## src/sv/alt_ram.sv

```systemverilog
// Generic single-port-write, single-port-read synchronous RAM.
// Read data is registered; no dependencies.
module alt_ram #(
  parameter int WIDTH = 8,
  parameter int DEPTH = 16
) (
  input  logic                     clk,
  input  logic                     we,
  input  logic [$clog2(DEPTH)-1:0] waddr,
  input  logic [WIDTH-1:0]         wdata,
  input  logic [$clog2(DEPTH)-1:0] raddr,
  output logic [WIDTH-1:0]         rdata
);

  logic [WIDTH-1:0] mem [DEPTH];

  always_ff @(posedge clk) begin
    if (we) begin
      mem[waddr] <= wdata;
    end
    rdata <= mem[raddr];
  end

endmodule

```

## config.mk

```make
export PLATFORM = sky130hd
export DESIGN_NAME = alt_ram
export DESIGN_NICKNAME = d
export VERILOG_FILES = /design/src/sv/alt_ram.sv
export SDC_FILE = /design/constraint.sdc
export NUM_CORES = 1
export LEC_CHECK = 0
export BUFFER_PORTS_ARGS = -buffer_cell sky130_fd_sc_hd__buf_4
export CORE_MARGIN = 10
export CORE_UTILIZATION = 60
export CTS_BUF_LIST = sky130_fd_sc_hd__clkbuf_4 sky130_fd_sc_hd__clkbuf_8
export DETAILED_ROUTE_END_ITERATION = 7
export PLACE_DENSITY = 0.78
export SKIP_CTS_REPAIR_TIMING = 1
export SKIP_LAST_GASP = 1
export SYNTH_ARGS = -nofsm -noshare
export SYNTH_HDL_FRONTEND = slang
export SYNTH_SLANG_ARGS = --single-unit
```

## constraint.sdc

```tcl
create_clock -name clk -period 2.38 [get_ports clk]
set_input_delay 0.476 -clock clk [delete_from_list [all_inputs] [get_ports clk]]
set_output_delay 0.476 -clock clk [all_outputs]
set_load 0.01 [all_outputs]
```

==> impl_metrics.tcl <==
set metrics [dict create \
    outcome "completed" \
    syn_area_per_cell_um2 22.5 \
    cap_violations 0 \
    cts_htree_levels 4 \
    die_x_um 113 \
    numCtsBuffers 17 \
    internal-power_uw 3950 \
    clockPowerShare_pct 40.4 \
    swShare_pct 20.2 \
    r2r-start "mem[1][5]" \
    cp_slowest_stage_delay_ns 0.58 \
    place.gp.congestion 0.808 \
    wl_met3_um 794 \
    netlist_instances 229 \
    postRouteAntennaNets 0 \
    track_usage_pct 16.0 \
    diodes 0 \
    synth_seq_area_share_pct 77.8 \
    fin_worst_skew_ns 0.00925 \
    drive_gt1_share_pct 31.1 \
    wl_per_cell_um 24.3 \
    p_sw_uw 999 \
    grt_max_degree 33 \
    p_leak_uw 0.00202 \
    cts_tree "done" \
    cp_slowest_cell "mux4_1" \
    yosys.area.top_type "edfxtp_1" \
    grt_first_pass_wirelength_um 15100 \
    vias_per_cell 6.15 \
    worst_pin_slew_ns 0.737 \
    final_cell_count_no_fill 398 \
    first_iter_violations 228 \
    synth-edff-count 128 \
    synth_area_leaders "edfxtp_1, mux4_2, mux4_1" \
    worstSetupEndpointType "register" \
    ys_async_sr_fraction_pct 0 \
    crit_fanout 19 \
    die_area_um2 12700 \
    antenna_found_initial 0 \
    nets 298 \
    finalSetupViolations 0 \
    cp.required_ns 2.68 \
    initial_core_util_pct 62.0 \
    postPlaceCellArea_um2 5520 \
    area_growth_pct 15.5 \
    wl_met2_um 4830 \
    placed_cells 366 \
    fmaxAchievable_ghz 0.609 \
    wl_met1_um 3970 \
    num_vias 2448 \
    worstSkewPairLatency_ns 0.42 \
    io_buffers 25 \
    final_core_util_pct 71.7 \
    yosysTopAreaCellShare_pct 74.7 \
    hpwl_um 6270 \
    rows 33 \
    synthFlopType "edfxtp_1" \
    grt-ovfl-total 0 \
    firstDrtPassIters 4 \
    grt_pass1_vias 2584 \
    routed.top_layer "met4" \
    yosys.cell_count.top_type "edfxtp_1" \
    worstPathCellList "buf_4, buf_12, mux4_1, a22oi_1, nand2_1" \
    wirelength_um 9670 \
    synth_cell_type_count 19 \
    startpoint_type "input port" \
    crit_buf_inv 2 \
    slew_violations 0 \
    pwr-share-comb_pct 5.3 \
    synth_commonest_cells "edfxtp_1, mux4_2, a22oi_1" \
    fin_setup_tns_ns 0 \
    rsz0062_at_grt "no" \
    ios 26 \
    period_minus_slack_ns 1.64 \
    placeableCoreArea_um2 8300 \
    die_height_um 113 \
    synth_area_um2 5150 \
    min-delay-start "wdata[1]" \
    clock_path_buffers 2 \
    vdd_drop_max_mv 0.484 \
    min_to "mem[4][1]" \
    path_class "input port to register" \
    drc 0 \
    rr_endpoint "rdata[5]" \
    cts_sinks 136 \
    yosys_register_bits 136 \
    power_density_nw_per_um2 833 \
    reg2reg_depth 3 \
    syn_nets 247 \
    period_share_pct 69.0 \
    clkTransAtPathRegs_ns 0.08 \
    power_frac_seq_pct 54.4 \
    hold_class "input port to register" \
    r2r_setup_slack_ns 0.98 \
    yosysWarnings 0 \
    hold_viol_final 0 \
    max_slew_margin_pct 50.7 \
    crit_family "multiplexers" \
    cts-root-buf "clkbuf_8" \
    crit_arrival_ns 1.95 \
    holdPathStages 1 \
    fin_area_um2 5950 \
]
==> worst max path at each step <==
| stage | cells after the start | to | from |
|---|---|---|---|
| after global placement | 5 | rdata[4] | raddr[0] |
| final | 5 | rdata[4] | raddr[0] |
| after floorplan | 2 | mem[0][0] | waddr[2] |
| after detailed placement | 5 | rdata[4] | raddr[0] |
| after global routing | 5 | rdata[4] | raddr[0] |
| after CTS | 5 | rdata[4] | raddr[0] |
==> state kept, by name, summed over array words and instances (netlist names) <==
signal / count
mem: 128
rdata: 8
==> cells in the final DEF, fill, tap and decap left out, types with 2 or more instances in the layout <==
cell	count
mux4_1	14
edfxtp_1	128
nand2b_1	2
nand3b_1	2
bufinv_16	4
mux4_2	18
dfxtp_1	8
nor3_1	4
clkinv_1	2
clkinvlp_4	3
a22oi_1	16
nand2_1	9
nor2_1	13
buf_4	41
clkinv_2	2
clkbuf_8	17
clkbuf_4	2
==> final cells by class <==
type	instances	area [um^2]
fill	473	2350
sequential	136	4000
clock inverter	13	178
multi-input combinational	83	1060
timing repair buffer	42	328
clock buffer	19	249
tap	105	131
==> worst reg2reg max path, stage by stage, from the launching register on <==
cell,delay [ns]
edfxtp_1,0.36
mux4_1,0.54
a22oi_1,0.28
nand2_1,0.11
==> stage by stage <==
step	total power, uW	hold WS [ns]	setup slack [ns]
finish	4950	0.354	0.739
CTS	4990	0.332	0.778
global route	5120	0.347	0.659
detailed placement	3010	0.658	0.304
floorplan	2880	0.575	0.411
global placement	3000	0.647	0.332
==> cell families (layout without fill, tap and decap cells) <==
logic type	count (synthesis)	in the layout	share of synthesized area, %
simple gates	35	35	3.18
flops	136	136	77.8
compound gates	16	16	2.33
buf+inv	10	74	1.68
mux	32	32	15.0
==> power groups by stage <==
| stage | clock network [uW] | registers (uW) | logic [uW] |
|---|---|---|---|
| finish | 2000 | 2690 | 261 |
| global route | 2140 | 2690 | 284 |
| CTS | 2030 | 2690 | 265 |
| detailed placement | 0 | 2750 | 265 |
| global placement | 0 | 2740 | 257 |
| floorplan | 0 | 2750 | 136 |
==> metal layers <==
| layer | up-vias | track usage (%) |
|---|---|---|
| met1 | 1244 | 21.0 |
| met5 | - | 0 |
| li1 | 1073 | - |
| met4 | 0 | 5.92 |
| met2 | 124 | 24.3 |
| met3 | 7 | 5.43 |
Power figures use the tool's default switching activity.
