### config.mk
export PLATFORM = sky130hd
export DESIGN_NAME = alt_outq
export DESIGN_NICKNAME = d
export VERILOG_FILES = /design/src/sv/alt_pkg.sv /design/src/sv/alt_outq.sv
export SDC_FILE = /design/constraint.sdc
export NUM_CORES = 1
export LEC_CHECK = 0
export ABC_AREA = 1
export BUFFER_PORTS_ARGS = -buffer_cell sky130_fd_sc_hd__buf_2
export CAP_MARGIN = 20
export CORE_ASPECT_RATIO = 1.25
export CORE_MARGIN = 4
export CORE_UTILIZATION = 40
export CTS_CLUSTER_SIZE = 30
export DETAILED_ROUTE_END_ITERATION = 8
export PLACE_DENSITY = 0.67
export SLEW_MARGIN = 25
export SYNTH_ARGS = -nofsm -noshare
export SYNTH_HDL_FRONTEND = slang
export SYNTH_SLANG_ARGS = --single-unit
### constraint.sdc
create_clock -name clk -period 1.4 [get_ports clk]
set_input_delay 0 -clock clk [delete_from_list [all_inputs] [get_ports clk]]
set_output_delay 0 -clock clk [all_outputs]
set_load 0.005 [all_outputs]
### src/sv/alt_pkg.sv
// Types, codes and the hash function of the address lock table.
// No dependencies; used by every module of the block but alt_ram.
package alt_pkg;

  localparam int TABLE_SLOTS = 256;
  localparam int SLOT_W      = $clog2(TABLE_SLOTS);
  localparam int KEY_W       = 64;
  localparam int ENTRY_W     = KEY_W + 1;

  typedef logic [SLOT_W-1:0] slot_t;

  typedef enum logic [1:0] {
    OP_ACQUIRE = 2'd0,
    OP_RELEASE = 2'd1,
    OP_CLEAR   = 2'd2,
    OP_NONE    = 2'd3
  } op_t;

  typedef enum logic [2:0] {
    STS_GRANTED   = 3'd0,
    STS_BUSY      = 3'd1,
    STS_RELEASED  = 3'd2,
    STS_FULL      = 3'd3,
    STS_NOT_FOUND = 3'd4,
    STS_ZERO_KEY  = 3'd5,
    STS_CLEARED   = 3'd6,
    STS_NOT_HELD  = 3'd7
  } status_t;

  typedef enum logic {
    SEQ_IDLE,
    SEQ_PROBE
  } seq_state_t;

  typedef struct packed {
    status_t    status;
    logic [7:0] slot_index;
    logic       new_entry;
  } result_t;

  typedef struct packed {
    logic    held;
    logic [KEY_W-1:0] key;
  } entry_t;

  typedef struct packed {
    logic room;
  } outq_status_t;

  // TABLE_SLOTS is a power of two, so the modulo is a mask.
  function automatic slot_t start_slot(input logic [KEY_W-1:0] key);
    logic [KEY_W-1:0] h;
    h = (key >> 3) ^ (key >> 7) ^ (key >> 11);
    return h[SLOT_W-1:0];
  endfunction

endpackage

### src/sv/alt_outq.sv
// Two-word result queue between the probe sequencer and the out_ port.
// Depends on alt_pkg for the result and status types.
module alt_outq
  import alt_pkg::*;
(
  input  logic         clk,
  input  logic         rst_n,
  input  logic         push,
  input  result_t      push_res,
  output outq_status_t qstat,
  output logic         out_valid,
  input  logic         out_ready,
  output result_t      out_res
);

  logic [1:0] count_r, count_nxt;
  result_t    head_r, head_nxt;
  result_t    tail_r, tail_nxt;
  logic       pop;

  assign pop        = out_valid && out_ready;
  assign out_valid  = (count_r != 2'd0);
  assign out_res    = head_r;
  assign qstat.room = (count_r != 2'd2);

  always_comb begin
    count_nxt = count_r;
    head_nxt  = head_r;
    tail_nxt  = tail_r;
    case (count_r)
      2'd0: begin
        if (push) begin
          head_nxt  = push_res;
          count_nxt = 2'd1;
        end
      end
      2'd1: begin
        if (push && pop) begin
          head_nxt = push_res;
        end else if (push) begin
          tail_nxt  = push_res;
          count_nxt = 2'd2;
        end else if (pop) begin
          count_nxt = 2'd0;
        end
      end
      2'd2: begin
        if (pop) begin
          head_nxt  = tail_r;
          count_nxt = 2'd1;
        end
      end
      default: begin
        count_nxt = 2'd0;
      end
    endcase
  end

  always_ff @(posedge clk) begin
    if (!rst_n) begin
      count_r <= 2'd0;
    end else begin
      count_r <= count_nxt;
    end
    head_r <= head_nxt;
    tail_r <= tail_nxt;
  end

endmodule

==> results.py <==
metrics = {
    "clocking": {
        "clock_latency_ps": 300,
        "tritoncts": "built",
        "postCtsResizedCells": 0,
        "cts_max_path_buffers": 2,
        "cts_buffers": 3,
        "clock_sinks": 26,
        "root_buffer": "clkbuf_4",
        "cts.reportedPaths.clkPinSlew_ps": 130,
        "cts_htree_levels": 1,
    },
    "logic_synthesis": {
        "synth_top_area_cell": "edfxtp_1",
        "ys_types": 13,
        "synthCells": 84,
        "yosysWarnings": 0,
        "ys_top_cells_by_count": "nand2_1, edfxtp_1, inv_1",
        "synth_enable_flop_cells": 24,
        "post_synth_instance_area_sq_um": 1010,
        "ys_seq_elements": 26,
        "async_reset_ff_share_pct": 0,
        "yosys-top-cells-area": "edfxtp_1, nand2_1, dfxtp_1",
        "synth_ff_type": "edfxtp_1",
        "synth-seq-area-share_pct": 75.5,
        "synth_area_per_cell_sq_um": 12.0,
        "yosysTopAreaCellShare_pct": 71.6,
        "postSynthNetCount": 100,
        "yosysMostFrequentCell": "nand2_1",
    },
    "placement": {
        "detailedPlace.worstSlack_ps": 175,
        "place.gp.congestion": 0.742,
        "dp.final_hpwl_mm": 1.35,
        "dpl.cell_count": 148,
        "port_buffer_count": 29,
    },
    "layout": {
        "finish.net_count": 149,
        "area_growth_syn_to_layout_pct": 36.5,
        "utilization_pct": 56.6,
        "drive_above_1_share_pct": 31.1,
        "insertedDiodeCount": 0,
        "post_layout_nonfiller_instances": 165,
    },
    "timing": {
        "fin_crit_sh_pct": 87.8,
        "setup_slack_ps": 170,
        "timing_hold_violations_final": 0,
        "finalClockSkew_ps": 2.69,
        "finalWorstPathRequiredPeriod_ps": 1230,
        "achievable-frequency_mhz": 813,
        "fin_tns_setup_ps": 0,
        "max-slew-margin-rel_pct": 85.0,
        "setup_viol_count_final": 0,
        "worst-slew-pin-transition_ps": 225,
        "grt_setup_unrepaired": "false",
        "finalMaxSlewViolations": 0,
    },
    "hold_path": {
        "timing.hold.worst_endpoint": "count_r[1]$_SDFFE_PN0P_",
        "holdPathStages": 3,
        "hp-class": "in -> reg",
        "holdCritStartpoint": "push",
    },
    "route": {
        "routed_wire_length_per_instance_um": 11.8,
        "route.detailed.drc": 0,
        "wl_mm": 1.95,
        "drt_first_iter_violations": 10,
        "vias_per_cell": 4.38,
        "drtAntennaViolNets": 0,
        "routed-via-count": 722,
        "drt_pre_antenna_iters": 2,
    },
    "grt": {
        "maximum_number_of_pins_on_one_net_before_global_route_repair": 15,
        "global_route_wire_length_before_repair_mm": 3.23,
        "gr-total-overflow": 0,
        "first_global_vias": 718,
        "track_usage_pct": 13.0,
        "antenna_violations_before_repair": 0,
    },
    "floorplanning": {
        "floorplan.die_area_sq_um": 3390,
        "chipWidth_um": 52.9,
        "rows": 20,
        "start_util_pct": 41.5,
        "design.core.area_sq_um": 2430,
        "ioPinCount": 30,
        "die_h_um": 64.1,
    },
    "worst_setup_path": {
        "worst-path-buf-inv": 2,
        "crit_required_ps": 1430,
        "ff2ff_path_depth": 5,
        "worst_setup_path_start_kind": "flip-flop",
        "slowest_delay_ps": 380,
        "critPathArrivalTime_ps": 1260,
        "worst-setup-path-type": "reg -> reg",
        "path_delay_family": "flip-flops",
        "cp_max_fo": 12,
        "critPathSlowestCell": "dfxtp_1",
        "reg2reg_from": "count_r[1]$_SDFFE_PN0P_",
        "crit_top_cell": "nand2_1",
        "crit_path_end_kind": "flip-flop",
        "worst_r2r_endpoint": "out_res[2]$_DFFE_PP_",
        "critical_path.cell_chain": "inv_2, nand2_1, nand2_1, a21oi_2, buf_4",
        "setup.reg_to_reg.worst_slack_ps": 170,
    },
    "pwr": {
        "cellLeakagePower_nw": 0.612,
        "seq_power_share_pct": 63.6,
        "vdd_drop_max_mv": 0.804,
        "power_density_nw_per_um2": 1040,
        "power.clock.fraction_pct": 25.4,
        "switching_share_pct": 20.5,
        "power_mw": 1.42,
        "cell_internal_pwr_mw": 1.13,
        "netSwitchingPower_mw": 0.292,
        "combinationalPowerShare_pct": 11.0,
    },
    "job": {
        "maxCapViolations": 0,
    },
    "status": {
        "outcome": "finished, final reports clean",
    },
}
-- registers in the layout, indices dropped and copies added (netlist names) --
signal,count
tail_r,12
out_res,12
count_r,2
-- cells by family (layout without fill, tap and decap cells) --
| logic type | count (synthesis) | in the layout | synth area share (%) |
|---|---|---|---|
| buffers and inverters | 8 | 56 | 4.10 |
| flip-flops | 26 | 26 | 75.5 |
| AND/OR/NAND/NOR | 47 | 47 | 18.6 |
| AO/OA/AOI/OAI | 3 | 3 | 1.74 |
-- worst register-to-register path, stage by stage, from the launching register on --
cell and delay [ps]:
dfxtp_1 380, inv_2 70, nand2_1 100, nand2_1 80
a21oi_2 110, buf_4 210
-- metrics by stage --
| stage | cell area, sq um | hold slack, ps |
|---|---|---|
| after floorplan | 1010 | 98.9 |
| after global placement | 1210 | 193 |
| after detailed placement | 1210 | 195 |
| after CTS | 1380 | 15.8 |
| after global routing | 1380 | 36.5 |
| final | 1380 | 25.4 |
-- layout make-up --
type	count	area, sq um
fill	220	1050
sequential	26	761
timing repair buffer	46	305
multi-input combinational	50	209
tap	33	41.3
clock buffer	4	36.3
inverter	6	22.5
-- repair_timing --
item,in CTS,in global routing
setup buffers,0,0
hold buffers,13,0
endpoints found under the hold margin,26,0
-- placed cells by master, fill, tap and decap left out --
master / n
a21boi_0: 1
a21oi_1: 1
a21oi_2: 1
buf_2: 29
buf_4: 4
clkbuf_4: 3
clkbuf_8: 1
dfxtp_1: 2
dlygate4sd3_1: 13
edfxtp_1: 24
inv_1: 4
inv_2: 2
nand2_1: 43
nand3_1: 1
nand4_1: 1
nor2_1: 1
nor2_4: 1
-- metal layers --
layer | wire length, um | GRT usage [%] | vias to the layer above | share of wire, %
met1 | 761 | 15.2 | 330 | 39
met3 | 85 | 2.33 | 2 | 4.4
li1 | - | - | 374 | -
met4 | 12 | 3.83 | 0 | 0.62
met5 | 0 | 0 | - | 0
met2 | 1090 | 23.3 | 16 | 56
-- how the worst max path moves through the flow --
stage,end,start,slack (ps),cells after the start
floorplan,out_res[0]$_DFFE_PP_,count_r[1]$_SDFFE_PN0P_,100,3
finish,out_res[2]$_DFFE_PP_,count_r[1]$_SDFFE_PN0P_,170,5
global placement,out_res[9]$_DFFE_PP_,count_r[1]$_SDFFE_PN0P_,270,5
CTS,out_res[2]$_DFFE_PP_,count_r[1]$_SDFFE_PN0P_,160,5
global route,out_res[5]$_DFFE_PP_,count_r[1]$_SDFFE_PN0P_,70,5
detailed placement,out_res[9]$_DFFE_PP_,count_r[1]$_SDFFE_PN0P_,170,5
-- power groups by stage --
stage / Combinational, mW / Clock (mW) / Sequential [mW]
2_1_floorplan: 0.0528 / 0 / 0.928
3_3_place_gp: 0.125 / 0 / 0.924
3_5_place_dp: 0.130 / 0 / 0.924
4_1_cts: 0.158 / 0.377 / 0.907
5_1_grt: 0.178 / 0.404 / 0.909
6_report: 0.157 / 0.361 / 0.906
(Power assumes the default switching activity.)
