===== config.mk =====
export PLATFORM = sky130hd
export DESIGN_NAME = alt_seq
export DESIGN_NICKNAME = d
export VERILOG_FILES = /design/src/sv/alt_pkg.sv /design/src/sv/alt_seq.sv
export SDC_FILE = /design/constraint.sdc
export NUM_CORES = 1
export LEC_CHECK = 0
export ABC_CLOCK_PERIOD_IN_PS = 7450
export BUFFER_PORTS_ARGS = -buffer_cell sky130_fd_sc_hd__buf_2
export CORE_MARGIN = 2
export CORE_UTILIZATION = 39
export CTS_BUF_LIST = sky130_fd_sc_hd__clkbuf_8
export DETAILED_ROUTE_END_ITERATION = 8
export GPL_TIMING_DRIVEN = 0
export MAX_ROUTING_LAYER = met4
export SLEW_MARGIN = 30
export SYNTH_ARGS = -nofsm -noshare
export SYNTH_HDL_FRONTEND = slang
export SYNTH_SLANG_ARGS = --single-unit

===== constraint.sdc =====
create_clock -name clk -period 7.45 [get_ports clk]
set_input_delay 0.745 -clock clk [delete_from_list [all_inputs] [get_ports clk]]
set_output_delay 0.745 -clock clk [all_outputs]
set_load 0.005 [all_outputs]

===== src/sv/alt_pkg.sv =====
// Types, codes and the hash function of the address lock table.
// No dependencies; used by every module of the block but alt_ram.
package alt_pkg;

  localparam int TABLE_SLOTS = 256;
  localparam int SLOT_W      = $clog2(TABLE_SLOTS);
  localparam int KEY_W       = 64;
  localparam int ENTRY_W     = KEY_W + 1;

  typedef logic [SLOT_W-1:0] slot_t;

  typedef enum logic [1:0] {
    OP_ACQUIRE = 2'd0,
    OP_RELEASE = 2'd1,
    OP_CLEAR   = 2'd2,
    OP_NONE    = 2'd3
  } op_t;

  typedef enum logic [2:0] {
    STS_GRANTED   = 3'd0,
    STS_BUSY      = 3'd1,
    STS_RELEASED  = 3'd2,
    STS_FULL      = 3'd3,
    STS_NOT_FOUND = 3'd4,
    STS_ZERO_KEY  = 3'd5,
    STS_CLEARED   = 3'd6,
    STS_NOT_HELD  = 3'd7
  } status_t;

  typedef enum logic {
    SEQ_IDLE,
    SEQ_PROBE
  } seq_state_t;

  typedef struct packed {
    status_t    status;
    logic [7:0] slot_index;
    logic       new_entry;
  } result_t;

  typedef struct packed {
    logic    held;
    logic [KEY_W-1:0] key;
  } entry_t;

  typedef struct packed {
    logic room;
  } outq_status_t;

  // TABLE_SLOTS is a power of two, so the modulo is a mask.
  function automatic slot_t start_slot(input logic [KEY_W-1:0] key);
    logic [KEY_W-1:0] h;
    h = (key >> 3) ^ (key >> 7) ^ (key >> 11);
    return h[SLOT_W-1:0];
  endfunction

endpackage


===== src/sv/alt_seq.sv =====
// Probe sequencer: hashes the key, walks the table one slot per cycle
// through the entry RAM and writes back the held mark. Depends on alt_pkg.
module alt_seq
  import alt_pkg::*;
(
  input  logic             clk,
  input  logic             rst_n,
  input  logic             in_valid,
  output logic             in_ready,
  input  logic [1:0]       in_operation,
  input  logic [KEY_W-1:0] in_key_address,
  input  outq_status_t     qstat,
  output logic             push,
  output result_t          push_res,
  output logic             ram_we,
  output slot_t            ram_waddr,
  output entry_t           ram_wdata,
  output slot_t            ram_raddr,
  input  entry_t           ram_rdata
);

  seq_state_t             state_r, state_nxt;
  logic                   acq_r, acq_nxt;
  logic [KEY_W-1:0]       key_r, key_nxt;
  slot_t                  idx_r, idx_nxt;
  slot_t                  cnt_r, cnt_nxt;
  logic [TABLE_SLOTS-1:0] valid_r, valid_nxt;
  logic                   take, hit, empty, last;

  assign in_ready = (state_r == SEQ_IDLE) && qstat.room;
  assign take     = in_valid && in_ready;
  assign empty    = !valid_r[idx_r];
  assign hit      = valid_r[idx_r] && (ram_rdata.key == key_r);
  assign last     = (cnt_r == SLOT_W'(TABLE_SLOTS - 1));

  always_comb begin
    state_nxt = state_r;
    acq_nxt   = acq_r;
    key_nxt   = key_r;
    idx_nxt   = idx_r;
    cnt_nxt   = cnt_r;
    valid_nxt = valid_r;
    push      = 1'b0;
    push_res  = '{status: STS_GRANTED, slot_index: 8'd0, new_entry: 1'b0};
    ram_we    = 1'b0;
    ram_waddr = idx_r;
    ram_wdata = '{held: 1'b1, key: key_r};
    ram_raddr = idx_r;
    case (state_r)
      SEQ_IDLE: begin
        ram_raddr = start_slot(in_key_address);
        if (take) begin
          case (in_operation)
            OP_CLEAR: begin
              valid_nxt       = '0;
              push            = 1'b1;
              push_res.status = STS_CLEARED;
            end
            OP_ACQUIRE, OP_RELEASE: begin
              if (in_key_address == '0) begin
                push            = 1'b1;
                push_res.status = STS_ZERO_KEY;
              end else begin
                state_nxt = SEQ_PROBE;
                acq_nxt   = (in_operation == OP_ACQUIRE);
                key_nxt   = in_key_address;
                idx_nxt   = start_slot(in_key_address);
                cnt_nxt   = '0;
              end
            end
            default: begin
            end
          endcase
        end
      end
      SEQ_PROBE: begin
        if (hit) begin
          push                = 1'b1;
          push_res.slot_index = 8'(idx_r);
          state_nxt           = SEQ_IDLE;
          if (acq_r) begin
            if (ram_rdata.held) begin
              push_res.status = STS_BUSY;
            end else begin
              ram_we          = 1'b1;
              push_res.status = STS_GRANTED;
            end
          end else begin
            if (!ram_rdata.held) begin
              push_res.status = STS_NOT_HELD;
            end else begin
              ram_we          = 1'b1;
              ram_wdata.held  = 1'b0;
              push_res.status = STS_RELEASED;
            end
          end
        end else if (empty) begin
          push      = 1'b1;
          state_nxt = SEQ_IDLE;
          if (acq_r) begin
            ram_we              = 1'b1;
            valid_nxt[idx_r]    = 1'b1;
            push_res.status     = STS_GRANTED;
            push_res.slot_index = 8'(idx_r);
            push_res.new_entry  = 1'b1;
          end else begin
            push_res.status = STS_NOT_FOUND;
          end
        end else if (last) begin
          push            = 1'b1;
          state_nxt       = SEQ_IDLE;
          push_res.status = acq_r ? STS_FULL : STS_NOT_FOUND;
        end else begin
          idx_nxt   = idx_r + 1'b1;
          cnt_nxt   = cnt_r + 1'b1;
          ram_raddr = idx_r + 1'b1;
        end
      end
      default: begin
        state_nxt = SEQ_IDLE;
      end
    endcase
  end

  always_ff @(posedge clk) begin
    if (!rst_n) begin
      state_r <= SEQ_IDLE;
      valid_r <= '0;
    end else begin
      state_r <= state_nxt;
      valid_r <= valid_nxt;
    end
    acq_r <= acq_nxt;
    key_r <= key_nxt;
    idx_r <= idx_nxt;
    cnt_r <= cnt_nxt;
  end

endmodule


==> qor.yml, run 1 <==
synthesis:
  synth.avg_cell_area_um2: 11.4
  ys_top_cells_by_count: "dfxtp_1, nand2_1, a32o_1, o21ai_0, edfxtp_1"
  synth_area_um2: 14700
  synth-async-reset-ratio: 0
  synth_largest_area_cell: "dfxtp_1"
  synth_edf_count: 81
  synth_top_area_frac: 0.349
  post-synth-top-count-cell: "dfxtp_1"
  synthTopCellsByArea: "dfxtp_1, edfxtp_1, a32o_1"
  netlist_instances: 1289
  synth.distinct_cells: 62
  syn-num-nets: 1431
  synthFlopType: "dfxtp_1"
  synth-seq-area-share: 0.514
  ys_seq_elements: 338
  ys_warn_count: 0
place:
  port_buffers: 230
  place_area_um2: 16600
  gp_congestion: 0.921
  dp_slack_ns: 2.27
  dp_cells: 2038
  hpwlAfterDp_um: 36900
cts:
  root_buffer: "clkbuf_8"
  cts_max_path_buffers: 3
  cts.repair.resized: 0
  hold_buffers: 0
  clock_sinks: 338
  htree_levels: 2
  clkTransAtPathRegs_ns: 0.06
  cts_tree: "yes"
  cts_made_buffers: 58
  post_cts_buffers: 0
  clk_latency_ns: 0.63
setup_path:
  critical_path_class: "reg2out"
  path_buf_inv: 4
  cp.depth: 12
  worst_setup_path_start_kind: "flip-flop"
  rr_startpoint: "ram_waddr[2]"
  cp-end-kind: "output port"
  crit_path_frequent_cell: "buf_2"
  reg2regPathDepth: 11
  reg2reg_setup_slack_ns: 2.62
  reg2reg_to: "valid_r[218]"
  required_ns: 6.70
  cp_max_fo: 10
  critPathSlowestCell: "clkbuf_1"
  cp_top_family: "compound AO/OA/AOI/OAI gates"
  max_stage_delay_ns: 0.63
  crit_arrival_ns: 5.18
  path_cells: "buf_2, buf_2, clkbuf_1, nor2_1, a22oi_1, nand3_1, a41oi_1, a2111oi_4, a211oi_2, mux2i_1, a21oi_1, buf_2"
sta:
  rsz0062_at_grt: "false"
  fin_ws_ns: 1.53
  tightestPinTransition_ns: 0.942
  hold_viol: 0
  setup_violations: 0
  setup_tns_ns: 0
  relSlewSlack: 0.367
  max_freq_mhz: 169
  slew_violations: 0
  finalCriticalPeriod_ns: 5.92
  finalCritPeriodShare: 0.795
  hold_ws_ns: 0.326
  fin_worst_skew_ns: 0.0297
floorplanning:
  core_area_um2: 37400
  start_util: 0.394
  die_y_um: 198
  row_count: 71
  io-pin-count: 231
  die_x_um: 198
  die-area_um2: 39400
global_route:
  grt_usage: 0.258
  met3_usage: 0.0500
  grt_pass1_vias: 11900
  use_met2: 0.433
  grt_max_degree: 16
  top_usage_layer: "met2"
  antenna_found_initial: 2
  grt_overflow: 0
  grt_pass1_wl_um: 73600
  met1_usage: 0.300
route:
  drtPass1Iterations: 6
  vias: 12400
  vias_per_cell: 5.78
  drt_drc_violations_left: 0
  wl_per_cell_um: 23.3
  detail-route-antenna-nets: 0
  routed_wl_um: 50000
  drt_iter0_markers: 1001
run_status:
  status: "complete, no violations"
flow_run:
  cap_violations: 0
power:
  max-vdd-ir-drop_v: 0.000129
  leakage_uw: 0.00661
  power.density_nw_per_um2: 228
layout:
  drive_gt1_frac: 0.263
  area_growth_pct: 21.1
  layout.nets: 1729
  instances_no_fill: 2148
  final_area_um2: 17800
worst_hold_path:
  hp-start: "in_key_address[1]"
  holdPathEnd: "key_r[1]"
  whs_path_depth: 1
  hold_class: "in2reg"
routing by layer:
layer,vias up,wire (µm)
li1,5523,-
met1,6157,19800
met2,588,24200
met3,151,3790
met4,0,2270
met5,-,0
cells in the final DEF, fill, tap and decap left out, types with 8 or more instances in the layout:
cell type    n
xor2_1      70
nand4_1     11
buf_8       11
clkbuf_1    74
xnor2_1     16
dfxtp_1    257
clkbuf_8    73
buf_6       10
and2_1       8
mux4_2      57
nand3_1     33
edfxtp_1    81
a32o_1     139
buf_2      238
inv_1       31
o21ai_0    117
a21oi_1      9
nor2b_1      9
nand2_1    150
nor4_1      35
mux2i_1     31
nor2_1      56
buf_4       10
cell families after synthesis:
family	share of synthesized area
xor+xnor	0.0511
compound gates	0.168
fa+ha+maj	0.00594
buf+inv	0.0464
flops	0.514
simple gates	0.102
mux	0.112
flip-flops by register name (all words and copies together), names as in the netlist:
name	flops
cnt_r	8
key_r	64
acq_r	1
state_r	1
valid_r	256
ram_waddr	8
how the worst max path moves through the flow:
| stage | from | endpoint |
|---|---|---|
| after floorplan | qstat | ram_waddr[0] |
| after global placement | in_key_address[13] | ram_waddr[2] |
| after detailed placement | ram_waddr[1] | ram_raddr[1] |
| after CTS | ram_waddr[2] | ram_raddr[1] |
| after global routing | ram_waddr[2] | push_res[8] |
| final | ram_waddr[1] | ram_raddr[1] |
area by class of cell:
cell class,count,area (µm²)
Fill cell,3482,19600
Sequential cell,338,7580
Multi-Input combinational cell,830,6490
Timing Repair Buffer,238,1210
Clock buffer,73,1000
Tap cell,511,639
Buffer,109,638
Clock inverter,35,229
Inverter,12,45.0
Antenna cell,2,5.00
through the flow:
stage | utilization | power (µW)
global route | 0.477 | 4220
finish | 0.477 | 4070
detailed placement | 0.444 | 2350
CTS | 0.477 | 4100
floorplan | - | 2160
global placement | 0.442 | 2340
power by group:
part | internal, µW | total (µW) | switching, µW
Combinational | 132 | 400 | 268
Clock | 984 | 1760 | 774
Sequential | 1900 | 1910 | 16.2
No activity file was read; power rests on OpenSTA's default activity.
==> run 2, diff against run 1 <==
- ABC_CLOCK_PERIOD_IN_PS: 7450 -> 5250
- clock period: 7.45 -> 5.25 ns (I/O delays scaled with it)
==> run 2 against run 1 <==
Total power rose by 34%. Final cell count shrank 0.51%. Utilization decreased by 0.34 points. Global-route usage down 0.12 points. Non-clock buffer count unchanged. Critical endpoint unchanged. Largest cell class unchanged. Largest power group unchanged.
==> qor.yml, run 2 (synthesis gave the netlist of run 1 again) <==
cts:
  cts_tree: "yes"
  clkTransAtPathRegs_ns: 0.06  # about the same
  hold_buffers: 0  # unchanged
  root_buffer: "clkbuf_8"
  cts_made_buffers: 55  # -5.2%
  clk_latency_ns: 0.61  # -0.02 ns
  clock_sinks: 338  # unchanged
  cts_max_path_buffers: 3  # unchanged
  htree_levels: 2  # unchanged
power:
  max-vdd-ir-drop_v: 0.000225  # +74%
  leakage_uw: 0.00655  # -0.87%
  power.density_nw_per_um2: 308  # +35%
layout:
  area_growth_pct: 20.2
  largest_reg_flops: 256  # unchanged
  layout_top_registers: "valid_r x256, key_r x64"
  final_common_cell: "dfxtp_1"
  final_area_um2: 17700  # -0.71%
  layout.nets: 1726  # -0.17%
  layout_common_cells: "dfxtp_1, buf_2, nand2_1"
  utilization: 0.474  # -0.00338
  largest_register: "valid_r"
  drive_gt1_frac: 0.260  # -0.00269
  instances_no_fill: 2137  # -0.51%
sta:
  finalCriticalPeriod_ns: 5.12
  finalCritPeriodShare: 0.976
  slew_violations: 0  # unchanged
  setup_violations: 0  # unchanged
  rsz0062_at_grt: "false"
  hold_viol: 0  # unchanged
  max_freq_mhz: 195
  relSlewSlack: 0.347  # -0.0202
  fin_worst_skew_ns: 0.0218  # -0.00791 ns
  tightestPinTransition_ns: 0.971  # +0.0292 ns
  hold_ws_ns: 0.108  # -0.217 ns
setup_path:
  critPathSlowestCell: "edfxtp_1"
  required_ns: 4.72  # -1.98 ns
  cp_top_family: "buffers and inverters"
  cp_max_fo: 11  # +1
  cp.depth: 13  # +1
  critical_path_class: "reg2out"
  crit_arrival_ns: 4.60  # -0.58 ns
  rr_startpoint: "ram_waddr[1]"
  worst_setup_path_start_kind: "flip-flop"
  path_cells: "buf_2, clkbuf_4, inv_1, clkbuf_4, mux2i_1, o221ai_1, a21oi_1, or3_1, buf_2, a211oi_4, mux2i_1, a21oi_2, buf_2"
  crit_path_frequent_cell: "buf_2"
  max_stage_delay_ns: 0.52  # -0.11 ns
  cp-startpoint: "ram_waddr[1]"
  reg2regPathDepth: 12  # +1
  path_buf_inv: 6  # +2
  cp-end-kind: "output port"
global_route:
  grt_usage: 0.257  # -0.00120
  grt_max_degree: 17  # +1
  antenna_found_initial: 3  # +1
  grt_pass1_wl_um: 72900  # -0.95%
  grt_pass1_vias: 12100  # +1.4%
  grt_overflow: 0  # unchanged
route:
  drt_drc_violations_left: 0  # unchanged
  drtPass1Iterations: 5  # -1
  drt_iter0_markers: 921  # -8.0%
  wl_per_cell_um: 23.3  # about the same
  detail-route-antenna-nets: 0  # unchanged
  vias_per_cell: 5.79  # +0.12%
  routed_wl_um: 49700  # -0.54%
  vias: 12400  # -0.39%
worst_hold_path:
  whs_path_depth: 1  # unchanged
  hold_class: "in2reg"
  hp-start: "in_key_address[38]"
run_status:
  status: "complete, no violations"
floorplanning:
  die_y_um: 198  # unchanged
  io-pin-count: 231  # unchanged
  row_count: 71  # unchanged
  die_x_um: 198  # unchanged
  die-area_um2: 39400  # unchanged
  core_area_um2: 37400  # unchanged
  start_util: 0.394  # unchanged
place:
  hpwlAfterDp_um: 36900  # about the same
  dp_cells: 2035  # -0.15%
  place_area_um2: 16600  # unchanged
  gp_congestion: 0.944  # +2.5%
  port_buffers: 230  # unchanged
flow_run:
  cap_violations: 0  # unchanged
[run 2: cell types whose count changed in the layout (fill, tap and decap cells not counted), moves of 3 or more]
cell,previous run,this run
clkbuf_8,73,68
bufinv_16,3,0
buf_4,10,7
inv_1,31,35
clkbuf_4,0,3
[run 2: worst paths after layout]
path             endpoint  slack, ns
max          ram_raddr[1]       0.13
min             key_r[38]       0.11
max reg2reg  valid_r[107]       0.74
min reg2reg  valid_r[250]       0.45
[run 2: repair_timing]
item / CTS / global route
endpoints found under the setup margin: 19 / 17
buffers inserted: 1 / 3
pin swaps: 1 / 1
gates resized for setup: 8 / 5
[run 2: final cells by class]
class	instances	area (µm²)
plain buffers	108	644
repair buffers	239	1240
fillers	3535	19700
inverters	12	45.0
diodes	1	2.50
well taps	511	639
clock buffers	67	922
flip-flops and latches	338	7580
clock inverters	31	123
multi-input cells	830	6520
[run 2: report_power, final]
group	total, µW	internal, µW	switching, µW
Sequential	2710	2690	21.3
Combinational	569	193	376
Clock	2170	1140	1020
Total	5450	4030	1420
[run 2: worst register-to-register path: cells and delay by family, from the launching register on]
| family | cells | cell delay [ns] |
|---|---|---|
| muxes | 2 | 0.68 |
| buffers and inverters | 4 | 1.53 |
| AOI/OAI and AO/OA | 5 | 1.29 |
| DFF | 1 | 0.52 |
| and+or+nand+nor | 1 | 0.39 |
[run 2: layer usage]
layer | track usage | vias up | wire (µm)
met2 | 0.433 | 581 | 24100
met4 | 0.107 | 0 | 1950
met1 | 0.304 | 6162 | 19800
li1 | - | 5516 | -
met5 | - | - | 0
met3 | 0.0463 | 111 | 3810
[run 2: metrics by stage]
step | power (µW) | setup slack [ns] | TNS, ns
2_1_floorplan | 3060 | 0.986 | 0
4_1_cts | 5480 | 0.000343 | 0
3_3_place_gp | 3320 | -0.362 | -3.27
5_1_grt | 5640 | 0.00842 | 0
6_report | 5450 | 0.126 | 0
3_5_place_dp | 3330 | 0.0521 | 0
==> run 3, diff against run 2 <==
- CORE_UTILIZATION: 39 -> 53
- PLACE_DENSITY: unset -> 0.78
- SETUP_SLACK_MARGIN: unset -> 0.4
==> run 3 against run 2 <==
Die area decreased by 26%. Critical path depth fell by 2. Sequential share of layout area up 0.18 points. Sequential power about the same. Worst setup slack better by 0.30 ns. Utilization up 17 points. Cell area fell by 0.43%. Critical path type unchanged. Critical endpoint is now push_res[5]. Largest cell class unchanged. Highest routed layer unchanged.
==> qor.yml, run 3 (synthesis gave the netlist of run 1 again) <==
cts:
  htree_levels: 2  # unchanged
  cts_made_buffers: 54  # -1.8%
  clk_latency_ns: 0.61  # about the same
  clkTransAtPathRegs_ns: 0.07  # about the same
  hold_buffers: 0  # unchanged
  cts_max_path_buffers: 3  # unchanged
  root_buffer: "clkbuf_8"
  clock_sinks: 338  # unchanged
  cts_tree: "yes"
sta:
  setup_violations: 0  # unchanged
  finalCriticalPeriod_ns: 4.82  # -0.302 ns
  max_freq_mhz: 207  # +6.3%
  hold_viol: 0  # unchanged
  setup_tns_ns: 0  # unchanged
  finalCritPeriodShare: 0.918  # -0.0576
  relSlewSlack: 0.313  # -0.0338
  tightestPinTransition_ns: 1.03  # +0.0559 ns
  slew_violations: 0  # unchanged
  rsz0062_at_grt: "true"
  fin_worst_skew_ns: 0.0291  # +0.00731 ns
setup_path:
  rr_startpoint: "ram_waddr[0]"
  required_ns: 4.72  # about the same
  path_buf_inv: 4  # -2
  worst_setup_path_start_kind: "flip-flop"
  max_stage_delay_ns: 0.55  # +0.03 ns
  path_cells: "buf_6, buf_8, mux4_2, mux4_2, a2111oi_1, or3_1, buf_2, a21oi_4, mux2i_4, nor3b_1, buf_2"
  cp-end-kind: "output port"
  reg2reg_setup_slack_ns: 1.03  # +0.29 ns
  crit_arrival_ns: 4.30  # -0.30 ns
  cp_max_fo: 10  # -1
  critPathSlowestCell: "mux4_2"
  critical_path_class: "reg2out"
  reg2reg_to: "valid_r[75]"
  reg2regPathDepth: 11  # -1
  cp_top_family: "multiplexers"
global_route:
  grt_pass1_vias: 12300  # +1.3%
  grt_pass1_wl_um: 70900  # -2.8%
  grt_usage: 0.332  # +0.0745
  grt_overflow: 0  # unchanged
  grt_max_degree: 17  # unchanged
  antenna_found_initial: 0  # -3
power:
  power.density_nw_per_um2: 308  # +0.30%
  pwr-share-seq: 0.499  # about the same
  power_frac_comb: 0.109  # +0.005
  sw_frac_of_total: 0.266  # +0.00542
  clockPowerShare: 0.393  # -0.004
  leakage_uw: 0.00657  # +0.22%
  max-vdd-ir-drop_v: 0.000228  # +1.3%
  p_sw_uw: 1450  # +1.9%
  p_int_uw: 3990  # -0.87%
layout:
  layout_common_cells: "dfxtp_1, buf_2, nand2_1"
  nFillCells: 2178  # -38%
  drive_gt1_frac: 0.269  # +0.00828
  area_growth_pct: 19.7
  final_common_cell: "dfxtp_1"
  utilization: 0.640  # +0.167
  antenna_cells: 0  # -1
  largest_register: "valid_r"
  layout_top_registers: "valid_r x256, key_r x64"
  largest_reg_flops: 256  # unchanged
  layout.nets: 1729  # +0.17%
place:
  hpwlAfterDp_um: 34700  # -5.9%
  port_buffers: 230  # unchanged
  gp_congestion: 0.966  # +2.3%
route:
  drt_drc_violations_left: 0  # unchanged
  vias: 12700  # +2.7%
  detail-route-antenna-nets: 0  # unchanged
  vias_per_cell: 6.34  # +9.5%
  routed_wl_um: 47700  # -4.0%
  wl_per_cell_um: 23.8  # +2.3%
  drt_iter0_markers: 1134  # +23%
  drtPass1Iterations: 5  # unchanged
floorplanning:
  die-area_um2: 29200  # -26%
  die_x_um: 171  # -14%
  die_y_um: 171  # -14%
  start_util: 0.535  # +0.141
  core_area_um2: 27600  # -26%
  io-pin-count: 231  # unchanged
  row_count: 61  # -14%
worst_hold_path:
  hp-start: "in_key_address[21]"
  whs_path_depth: 1  # unchanged
  hold_class: "in2reg"
  holdPathEnd: "key_r[21]"
run_status:
  status: "complete, no violations"
flow_run:
  cap_violations: 0  # unchanged
[run 3: worst register-to-register path, stage by stage, from the launching register on]
cell and delay [ns]:
edfxtp_1 0.49, buf_6 0.17, buf_8 0.17, mux4_2 0.52
mux4_2 0.55, a2111oi_1 0.52, or3_1 0.20, buf_2 0.24
a21o_2 0.25, nand3_1 0.32, clkbuf_1 0.42, o21ai_0 0.27
[run 3: cell type report]
cell class | count | area (µm²) | share of cell area
tap | 378 | 473 | 0.0268
multi-input combinational | 830 | 6600 | 0.374
buffer | 109 | 662 | 0.0375
inverter | 12 | 45.0 | 0.00255
sequential | 338 | 7580 | 0.430
clock inverter | 36 | 186 | 0.0106
clock buffer | 60 | 826 | 0.0468
timing repair buffer | 242 | 1270 | 0.0721
[run 3: timing repair]
| action | in CTS | in global routing |
|---|---|---|
| buffers inserted | 3 | 5 |
| setup endpoints to repair | 19 | 20 |
| pin swaps | 2 | 2 |
| resized for setup | 11 | 20 |
| gates cloned | 0 | 0 |
[run 3: metal layers]
metal,wire length (µm),vias up,track usage
met5,0,-,-
met4,2780,0,0.186
met3,4580,194,0.0712
met2,22500,767,0.531
met1,17900,6217,0.391
li1,-,5525,-
[run 3: per-stage QoR]
stage	std cells	hold WS (ns)	instance area (µm²)	total power [µW]	worst slack, ns
2_1_floorplan	1289	0.420	14700	3060	0.986
3_3_place_gp	1897	0.428	16400	3300	-0.368
3_5_place_dp	1901	0.439	16400	3310	0.622
4_1_cts	2000	0.103	17500	5420	0.371
5_1_grt	2005	0.111	17600	5590	0.371
6_report	2005	0.120	17600	5440	0.428
[run 3: power by group through the flow]
stage / Combinational [µW] / Sequential (µW) / Clock, µW
finish: 591 / 2710 / 2140
global route: 620 / 2710 / 2250
CTS: 560 / 2710 / 2150
detailed placement: 544 / 2770 / 0
global placement: 535 / 2770 / 0
floorplan: 297 / 2770 / 0
[run 3: how the worst max path moves through the flow]
stage | from | to | depth (start not counted)
after CTS | ram_waddr[1] | ram_raddr[7] | 13
after global routing | ram_waddr[0] | ram_raddr[7] | 15
after global placement | in_key_address[8] | ram_waddr[7] | 6
after detailed placement | ram_waddr[0] | push_res[7] | 12
final | ram_waddr[0] | push_res[5] | 11
after floorplan | qstat | ram_waddr[0] | 4
